--- src/design/weighted_random_pick_assert.svh ---
// Assertion macros used by the weighted_random_pick RTL.
`ifndef WEIGHTED_RANDOM_PICK_ASSERT_SVH
`define WEIGHTED_RANDOM_PICK_ASSERT_SVH

// Same-cycle implication, checked outside reset.
`define WRP_ASSERT_NOW(label, clk, rst, ante, cons) \
   label: assert property (@(posedge clk) disable iff (rst) (ante) |-> (cons)) \
      else $error("weighted_random_pick: check failed");

// Next-cycle implication, checked outside reset.
`define WRP_ASSERT_NEXT(label, clk, rst, ante, cons) \
   label: assert property (@(posedge clk) disable iff (rst) (ante) |=> (cons)) \
      else $error("weighted_random_pick: check failed");

`endif

--- src/design/wrp_pkg.sv ---
package wrp_pkg;

   // table geometry
   localparam int ENTRIES     = 16;
   localparam int WEIGHT_BITS = 16;
   localparam int RANDOM_BITS = 16;

   // fixed field widths
   localparam int INDEX_BITS = 4;
   localparam int FIELD_BITS = 16;

   // running sum of the table never overflows this width
   localparam int TOTAL_BITS = WEIGHT_BITS + $clog2(ENTRIES);
   localparam int PROD_BITS  = TOTAL_BITS + RANDOM_BITS;

   typedef enum logic [0:0] {
      OP_WRITE,
      OP_DRAW
   } op_type;

   typedef enum logic [1:0] {
      ST_IDLE,
      ST_SCALE,
      ST_WALK,
      ST_HOLD
   } state_type;

   typedef struct packed {
      op_type                 op;
      logic [INDEX_BITS-1:0]  entry_index;
      logic [FIELD_BITS-1:0]  weight_value;
      logic [FIELD_BITS-1:0]  random_fraction;
   } req_type;

   typedef struct packed {
      logic [INDEX_BITS-1:0]  picked_index;
      logic                   picked_valid;
   } rsp_type;

   // weight load into one cell
   typedef struct packed {
      logic                   en;
      logic [WEIGHT_BITS-1:0] weight;
   } wr_type;

   // draw token walking down the chain
   typedef struct packed {
      logic                   valid;
      logic                   found;
      logic [INDEX_BITS-1:0]  idx;
      logic [TOTAL_BITS-1:0]  rem;
   } token_type;

endpackage

--- src/design/wrp_cell.sv ---
module wrp_cell (
   input  logic                            clock,
   input  logic                            reset,
   input  logic [wrp_pkg::INDEX_BITS-1:0]  cell_id,
   input  wrp_pkg::wr_type                 wr,
   input  wrp_pkg::token_type              tok_in,
   output wrp_pkg::token_type              tok_out,
   output logic [wrp_pkg::WEIGHT_BITS-1:0] weight
);

   logic [wrp_pkg::WEIGHT_BITS-1:0] weight_ff;
   wrp_pkg::token_type              tok_ff;
   wrp_pkg::token_type              tok_in_next;
   logic [wrp_pkg::TOTAL_BITS-1:0]  weight_ext;

   assign weight_ext = wrp_pkg::TOTAL_BITS'(weight_ff);

   // stop the token here if the remainder falls inside this weight
   always_comb begin
      tok_in_next = tok_in;
      if (tok_in.valid && !tok_in.found) begin
         if (tok_in.rem < weight_ext) begin
            tok_in_next.found = 1'b1;
            tok_in_next.idx   = cell_id;
         end else begin
            tok_in_next.rem = tok_in.rem - weight_ext;
         end
      end
   end

   // weight storage
   always_ff @(posedge clock) begin
      if (reset) begin
         weight_ff <= '0;
      end else if (wr.en) begin
         weight_ff <= wr.weight;
      end
   end

   // token stage, only valid is cleared
   always_ff @(posedge clock) begin
      if (reset) begin
         tok_ff.valid <= 1'b0;
      end else begin
         tok_ff <= tok_in_next;
      end
   end

   assign tok_out = tok_ff;
   assign weight  = weight_ff;

endmodule

--- src/design/weighted_random_pick.sv ---
// Channel | Direction | Handshake            | Payload
// req     | in        | req_valid, req_stall | wrp_pkg::req_type (write or draw)
// rsp     | out       | rsp_valid, rsp_stall | wrp_pkg::rsp_type (one per draw)
//
// A weight write is taken and gives no result.
// A draw first scales the fraction by the total,
// then the token runs the full chain of weight cells.
// The next item is taken the cycle after a draw's result is registered.
// Reset clears all weights, the total and the control state.
// A stalled result sits in the output register; a draw finishing behind it waits.
module weighted_random_pick (
   input  logic             clock,
   input  logic             reset,
   input  logic             req_valid,
   output logic             req_stall,
   input  wrp_pkg::req_type req_data,
   output logic             rsp_valid,
   input  logic             rsp_stall,
   output wrp_pkg::rsp_type rsp_data
);

`include "weighted_random_pick_assert.svh"

   wrp_pkg::state_type              state_ff, state_in;
   logic [wrp_pkg::RANDOM_BITS-1:0] frac_ff, frac_in;
   logic [wrp_pkg::TOTAL_BITS-1:0]  total_ff, total_in;
   wrp_pkg::token_type              inj_ff, inj_in;
   wrp_pkg::rsp_type                rsp_ff, rsp_in;
   logic                            rsp_valid_ff, rsp_valid_in;
   wrp_pkg::rsp_type                fin_ff, fin_in;

   logic                            req_fire;
   logic                            rsp_fire;
   logic                            slot_free;
   logic                            wr_fire;
   logic                            wr_in_range;
   logic [wrp_pkg::WEIGHT_BITS-1:0] new_weight;
   logic [wrp_pkg::WEIGHT_BITS-1:0] old_weight;
   logic [wrp_pkg::PROD_BITS-1:0]   product;
   wrp_pkg::rsp_type                chain_rsp;

   wrp_pkg::token_type              tok [wrp_pkg::ENTRIES+1];
   logic [wrp_pkg::WEIGHT_BITS-1:0] cell_weight [wrp_pkg::ENTRIES];
   logic [wrp_pkg::ENTRIES:0]       tok_valid;

   // handshakes
   assign req_stall = (state_ff != wrp_pkg::ST_IDLE);
   assign req_fire  = req_valid && !req_stall;
   assign rsp_fire  = rsp_valid_ff && !rsp_stall;
   assign slot_free = !rsp_valid_ff || !rsp_stall;

   // weight write decode
   assign wr_fire     = req_fire && (req_data.op == wrp_pkg::OP_WRITE);
   assign wr_in_range = (32'(req_data.entry_index) < wrp_pkg::ENTRIES);
   assign new_weight  = req_data.weight_value[wrp_pkg::WEIGHT_BITS-1:0];

   // old weight of the addressed entry
   always_comb begin
      old_weight = '0;
      for (int i = 0; i < wrp_pkg::ENTRIES; i++) begin
         if (32'(req_data.entry_index) == i) begin
            old_weight = cell_weight[i];
         end
      end
   end

   // running total
   always_comb begin
      total_in = total_ff;
      if (wr_fire && wr_in_range) begin
         total_in = total_ff - wrp_pkg::TOTAL_BITS'(old_weight)
                  + wrp_pkg::TOTAL_BITS'(new_weight);
      end
   end

   // selection = floor(total * fraction / 2^RANDOM_BITS)
   assign product = wrp_pkg::PROD_BITS'(total_ff) * wrp_pkg::PROD_BITS'(frac_ff);

   // chain output as a result
   assign chain_rsp.picked_index = tok[wrp_pkg::ENTRIES].found ?
                                   tok[wrp_pkg::ENTRIES].idx : '0;
   assign chain_rsp.picked_valid = tok[wrp_pkg::ENTRIES].found;

   // sequencer: next state and datapath controls
   always_comb begin
      state_in     = state_ff;
      frac_in      = frac_ff;
      inj_in       = inj_ff;
      inj_in.valid = 1'b0;
      rsp_in       = rsp_ff;
      rsp_valid_in = rsp_valid_ff && !rsp_fire;
      fin_in       = fin_ff;
      case (state_ff)
         wrp_pkg::ST_IDLE: begin
            if (req_fire && (req_data.op == wrp_pkg::OP_DRAW)) begin
               frac_in  = req_data.random_fraction[wrp_pkg::RANDOM_BITS-1:0];
               state_in = wrp_pkg::ST_SCALE;
            end
         end
         wrp_pkg::ST_SCALE: begin
            inj_in.valid = 1'b1;
            inj_in.found = 1'b0;
            inj_in.idx   = '0;
            inj_in.rem   = product[wrp_pkg::PROD_BITS-1:wrp_pkg::RANDOM_BITS];
            state_in     = wrp_pkg::ST_WALK;
         end
         wrp_pkg::ST_WALK: begin
            if (tok[wrp_pkg::ENTRIES].valid) begin
               if (slot_free) begin
                  rsp_in       = chain_rsp;
                  rsp_valid_in = 1'b1;
                  state_in     = wrp_pkg::ST_IDLE;
               end else begin
                  fin_in   = chain_rsp;
                  state_in = wrp_pkg::ST_HOLD;
               end
            end
         end
         wrp_pkg::ST_HOLD: begin
            if (slot_free) begin
               rsp_in       = fin_ff;
               rsp_valid_in = 1'b1;
               state_in     = wrp_pkg::ST_IDLE;
            end
         end
         default: begin
            state_in = wrp_pkg::ST_IDLE;
         end
      endcase
   end

   // control registers
   always_ff @(posedge clock) begin
      if (reset) begin
         state_ff     <= wrp_pkg::ST_IDLE;
         total_ff     <= '0;
         inj_ff.valid <= 1'b0;
         rsp_valid_ff <= 1'b0;
      end else begin
         state_ff     <= state_in;
         total_ff     <= total_in;
         inj_ff       <= inj_in;
         rsp_valid_ff <= rsp_valid_in;
      end
   end

   // payload registers
   always_ff @(posedge clock) begin
      frac_ff <= frac_in;
      rsp_ff  <= rsp_in;
      fin_ff  <= fin_in;
   end

   // chain of weight cells, token enters at cell 0
   assign tok[0]       = inj_ff;
   assign tok_valid[0] = inj_ff.valid;

   for (genvar g = 0; g < wrp_pkg::ENTRIES; g++) begin : g_cell
      wrp_pkg::wr_type cell_wr;

      assign cell_wr.en     = wr_fire && (32'(req_data.entry_index) == g);
      assign cell_wr.weight = new_weight;

      wrp_cell u_cell (
         .clock   (clock),
         .reset   (reset),
         .cell_id (wrp_pkg::INDEX_BITS'(g)),
         .wr      (cell_wr),
         .tok_in  (tok[g]),
         .tok_out (tok[g+1]),
         .weight  (cell_weight[g])
      );

      assign tok_valid[g+1] = tok[g+1].valid;
   end

   assign rsp_valid = rsp_valid_ff;
   assign rsp_data  = rsp_ff;

   // checks
   `WRP_ASSERT_NOW(a_one_token, clock, reset, 1'b1, $onehot0(tok_valid))
   `WRP_ASSERT_NOW(a_exit_in_walk, clock, reset, tok[wrp_pkg::ENTRIES].valid, state_ff == wrp_pkg::ST_WALK)
   `WRP_ASSERT_NOW(a_nonzero_hits, clock, reset, tok[wrp_pkg::ENTRIES].valid && (total_ff != '0), tok[wrp_pkg::ENTRIES].found)
   `WRP_ASSERT_NOW(a_nopick_zero, clock, reset, rsp_valid_ff && !rsp_ff.picked_valid, rsp_ff.picked_index == '0)
   `WRP_ASSERT_NEXT(a_scale_injects, clock, reset, state_ff == wrp_pkg::ST_SCALE, inj_ff.valid)

endmodule
--- config.mk ---
export PLATFORM = sky130hd
export DESIGN_NAME = weighted_random_pick
export DESIGN_NICKNAME = d
export VERILOG_FILES = /design/src/design/wrp_pkg.sv /design/src/design/wrp_cell.sv /design/src/design/weighted_random_pick.sv
export VERILOG_INCLUDE_DIRS = /design/src /design/src/design
export SDC_FILE = /design/constraint.sdc
export NUM_CORES = 2
export LEC_CHECK = 0
export BUFFER_PORTS_ARGS = -buffer_cell sky130_fd_sc_hd__buf_2
export CAP_MARGIN = 25
export CELL_PAD_IN_SITES_DETAIL_PLACEMENT = 1
export CELL_PAD_IN_SITES_GLOBAL_PLACEMENT = 1
export CORE_MARGIN = 2
export CORE_UTILIZATION = 55
export DETAILED_ROUTE_END_ITERATION = 12
export PLACE_DENSITY_LB_ADDON = 0.1
export REMOVE_ABC_BUFFERS = 1
export SLEW_MARGIN = 25
export SYNTH_ARGS = -nofsm -noshare
export SYNTH_HDL_FRONTEND = slang
export SYNTH_SLANG_ARGS = --single-unit
--- constraint.sdc ---
create_clock -name clock -period 17.67 [get_ports clock]
set_clock_uncertainty 0.2 [all_clocks]
set_input_delay 1.767 -clock clock [delete_from_list [all_inputs] [get_ports clock]]
set_output_delay 1.767 -clock clock [all_outputs]
set_load 0.02 [all_outputs]
### After elaboration in Yosys (flattened, before gate mapping)

Index checks and enable logic that the tools add are counted.

| word-level totals | value |
|---|---|
| bits in registers | 722 |
| bits in latches | 0 |
| bits in writable memories | 0 |
| memory bits (read-only) | 0 |
| bits of input ports | 41 |
| output and inout port bits | 7 |
| logic and storage cells | 292 |
| memories | 0 |

| operators by class | value |
|---|---|
| add/sub/neg operators | 18 |
| multipliers | 1 |
| divide/modulo/power cells | 0 |
| magnitude comparators | 16 |
| equality and inequality tests | 22 |
| shift operators | 0 |
| multiplexer cells | 78 |
| bitwise gates (word level) | 3 |
| reduce and logical (&&, ||, !) cells | 65 |

Operators with widths:

| operator | count |
|---|---|
| $mux W25 | 15 |
| $mux W20 | 17 |
| $sub A20 B16 Y20 | 17 |
| $lt A20 B16 Y1 | 16 |
| $mux W16 | 16 |
| $mux W5 | 19 |
| $logic_and A1 B1 Y1 | 36 |
| $mul A20 B16 Y36 | 1 |
| $eq A4 B4 Y1 const B | 8 |
| $mux W26 | 1 |
| $add A20 B16 Y20 | 1 |
| $logic_not A1 Y1 | 19 |
| $eq A4 B3 Y1 const B | 4 |
| $pmux W5 S2 | 1 |
| $eq A4 B2 Y1 const B | 2 |
| $mux W2 | 4 |
| $pmux W2 S4 | 1 |
| $ne A2 B2 Y1 const B | 3 |
| $reduce_and A3 Y1 | 2 |
| $eq A2 B2 Y1 const B | 2 |
| $eq A4 B1 Y1 const B | 1 |
| $logic_not A4 Y1 | 1 |
| $mux W4 | 1 |
| $reduce_and A2 Y1 | 2 |
| other kinds (9) | 13 |

### Logic depth before layout (Yosys ltp)

| depth | value |
|---|---|
| depth in word-level cells | 19 |
| mapped depth | 25 |
| mapped depth without buffers | 24 |

### Hierarchy

From an unflattened synthesis, not the netlist that was laid out.

| second synthesis, totals | value |
|---|---|
| cell total of the unflattened synthesis | 5,940 |
| area total of the unflattened synthesis | 57,501.4 um2 |

By module, submodules not included:

| module | times used | cells each | area each (um2) | seq. area each (um2) |
|---|---|---|---|---|
| wrp_cell at g_cell[0].u_cell ... | 11 | 263 | 2,666.3 | 1,091.0 |
| weighted_random_pick | 1 | 1,722 | 15,209.6 | 1,861.8 |
| wrp_cell at g_cell[1].u_cell ... | 5 | 265 | 2,592.5 | 1,091.0 |

### Worst setup path before layout

OpenSTA, ideal clock, no wires.

| timing | value |
|---|---|
| path kind | input to register |
| start | in reset |
| end | reg total_ff[18] (netlist name) |
| setup time | 0.087 ns |
| arrival | 9.926 ns |
| data required time | 17.383 ns |
| setup slack | 7.457 ns |
| cell stages on the path | 5 |
| path buffers | 1 |
| cell sequence | clkbuf_1 -> inv_1 -> and3_1 -> mux2i_1 -> o31ai_1 |

RTL lines:

| what | line | RTL |
|---|---|---|
| start, declared | weighted_random_pick.sv:13 | `input logic reset,` |
| end signal, assigned | weighted_random_pick.sv:141 | `total_ff <= total_in;` |
| end, declared | weighted_random_pick.sv:26 | `logic [wrp_pkg::TOTAL_BITS-1:0] total_ff, total_in;` |

### Worst setup path in the final report

| timing | value |
|---|---|
| start | reg total_ff[8] (netlist name) |
| end | reg inj_ff[18] (netlist name), data pin |

| on the way | value |
|---|---|
| longest elaborated chain between the ends | 1 |

Ends and longest elaborated chain:

| what | line | RTL |
|---|---|---|
| $mul A20 B16 Y36 | weighted_random_pick.sv:77 | `assign product = wrp_pkg::PROD_BITS'(total_ff) * wrp_pkg::PROD_BITS'(frac_ff);` |
| via product (one bit) | weighted_random_pick.sv:39 | `logic [wrp_pkg::PROD_BITS-1:0] product;` |
| end signal, assigned | weighted_random_pick.sv:142 | `inj_ff <= inj_in;` |
| end, declared | weighted_random_pick.sv:27 | `wrp_pkg::token_type inj_ff, inj_in;` |

The timed path passes the listed nets, and every way through them passes these cells.
A chain may end at the register's enable or synchronous reset.

==> impl_metrics.tcl <==
set metrics [dict create \
    final_area_sq_um 55060 \
    vias 41770 \
    synth_ff_type "edfxtp_1" \
    wirelength_microns 168000 \
    cts_buffers 81 \
    drt_iter0_drc 3386 \
    leakagePower_uw 0.02167 \
    utilization 0.5997 \
    critical_path_arrival_ps 7580 \
    maxCapViolCount 0 \
    overflow 0 \
    place_congestion 0.9472 \
    clock-root-buffer "clkbuf_16" \
    die_h_microns 308.4 \
    async_flop_share 0 \
    nNetsFinal 6312 \
    netlist_top_cells_count "1136 x nand2_1, 636 x inv_1, 457 x a21oi_1, 411 x edfxtp_1, 380 x ha_1" \
    p_per_area_nw_per_um2 95.25 \
    seq_area_frac_synth 0.3585 \
    tritoncts "yes" \
    portBuffers 47 \
    synth_edf_count 411 \
    wl_per_cell_microns 24.26 \
    die-area_sq_um 95100 \
    tightestPinTransition_ps 1090 \
    postSynthRegisterBits 707 \
    grt_usage 0.3577 \
    synth.area.top_cells "edfxtp_1 24%, dfxtp_1 12%, fa_1 11%" \
    netlist_area_sq_um 50960 \
    drc 0 \
    rsz0062_at_grt "no" \
    syn2layout_area_growth_pct 8.039 \
    final_hold_viol_count 0 \
    synth_top_area_share 0.2422 \
    syn_area_per_cell_sq_um 8.991 \
    post_cts_resized 0 \
    tns_ps 0 \
    grt_pass1_wl_microns 259500 \
    antenna_found_initial 5 \
    setup_viol 0 \
    num_io_pins 48 \
    slew_violations 0 \
    status "finished clean" \
    vdd_drop_max_mv 0.1011 \
    start_kind "flip-flop" \
    clk_latency_ps 680 \
    row_count 111 \
    synth_top_area_cell "edfxtp_1" \
    path_clk_slew_ps 60 \
    max_slew_margin 0.2735 \
    max_freq_mhz 135.5 \
    cts.htree.levels 3 \
    ant_nets 0 \
    coreArea_sq_um 91800 \
    critPathMaxFanout 18 \
    period_minus_slack_ps 7379 \
    end_kind "flip-flop" \
    dp_hpwl_microns 124200 \
    grt_max_degree 189 \
    ys_types 93 \
    hold_class "reg2reg" \
    synth.most_common_cell "nand2_1" \
    synth_cells 5668 \
    drtPass1Iterations 6 \
    hold_buffers 0 \
    cp.required_ps 17880 \
    clock_sinks 707 \
    cts_buffer_depth 3 \
    period_share 0.4176 \
    dpl_cell_area_sq_um 52290 \
    vias_per_cell 6.030 \
    worstSetupPathType "reg2reg" \
    postCtsSetupBuffers 0 \
    start_util 0.5551 \
    die_x_microns 308.4 \
    ys_warn_count 0 \
    grt_pass1_vias 44187 \
    drive_gt1_frac 0.06109 \
]
[stage by stage]
step | hold WS (ps) | setup slack [ps] | total power, uW | cells
CTS | 255.0 | 10330 | 5261 | 6922
detailed placement | 247.0 | 10150 | 3511 | 6770
finish | 253.0 | 10290 | 5244 | 6927
global placement | 240.9 | 10310 | 3407 | 6769
floorplan | 229.4 | 7619 | 3029 | 5439
global route | 267.2 | 9954 | 5524 | 6924
[registers in the layout, indices dropped and copies added (netlist names)]
signal	flops
fin_ff	5
frac_ff	16
g_cell.u_cell.tok_out	381
g_cell.u_cell.weight	256
inj_ff	21
rsp_data	5
rsp_valid	1
state_ff	2
total_ff	20
[cell usage in the layout (no fill, tap or decap), types with 152 or more instances in the layout]
master    count
xnor2_1     152
nand2_1    1136
edfxtp_1    411
fa_1        280
dfxtp_1     295
inv_1       635
nor2_1      211
a21oi_1     449
o21ai_0     256
ha_1        380
[cells by family after synthesis]
| logic type | count (synthesis) | share of synthesized area |
|---|---|---|
| AO/OA/AOI/OAI | 1207 | 0.1473 |
| multiplexers | 63 | 0.01525 |
| buffers and inverters | 866 | 0.06472 |
| XOR/XNOR | 262 | 0.04503 |
| AND/OR/NAND/NOR | 1903 | 0.1660 |
| flip-flops | 707 | 0.3585 |
| adder cells (fa/ha/maj) | 660 | 0.2033 |
[worst paths after layout]
kind                                       startpoint                                  endpoint  slack (ps)  cells past startpoint
min          g_cell[8].u_cell.weight[11]$_SDFFE_PP0P_  g_cell[8].u_cell.weight[11]$_SDFFE_PP0P_         250                      2
max                          total_ff[8]$_SDFFE_PP0P_                      inj_ff[18]$_DFFE_PP_       10290                     21
min reg2reg  g_cell[8].u_cell.weight[11]$_SDFFE_PP0P_  g_cell[8].u_cell.weight[11]$_SDFFE_PP0P_         250                      2
max reg2reg                  total_ff[8]$_SDFFE_PP0P_                      inj_ff[18]$_DFFE_PP_       10290                     21
[metal layers]
layer  share of wire  vias up  GRT usage
li1                -    18949          -
met1            0.41    21009     0.4503
met2            0.48     1372     0.6070
met3           0.063      436    0.05710
met4           0.047        4     0.1586
met5         0.00023        -          0
[layout make-up]
cell class	instances	area [sq um]
diodes	4	10.01
repair buffers	89	609.3
multi-input cells	4095	29500
flip-flops and latches	707	18270
well taps	1243	1555
inverters	637	2399
clock buffers	114	2350
fillers	10605	36750
clock inverters	38	365.4
[power by group]
part	internal, uW	switching (uW)
sequential	1850	96.1
combinational	629	924
clock	1010	738
[critical path: stages, from the launching register on]
cell and delay [ps]:
dfxtp_1 1000, nand2_1 210, fa_1 590, inv_1 60, fa_1 500, inv_1 50, fa_1 540, inv_1 50
fa_1 440, fa_1 520, fa_1 440, ha_1 320, and2_1 170, a221oi_2 420, nand3_1 150, o211a_1 300
nor2_2 170, o21ai_1 180, a41o_1 330, a21bo_1 240, a21oi_2 160, xnor2_1 70
No activity file was read; power rests on OpenSTA's default activity.
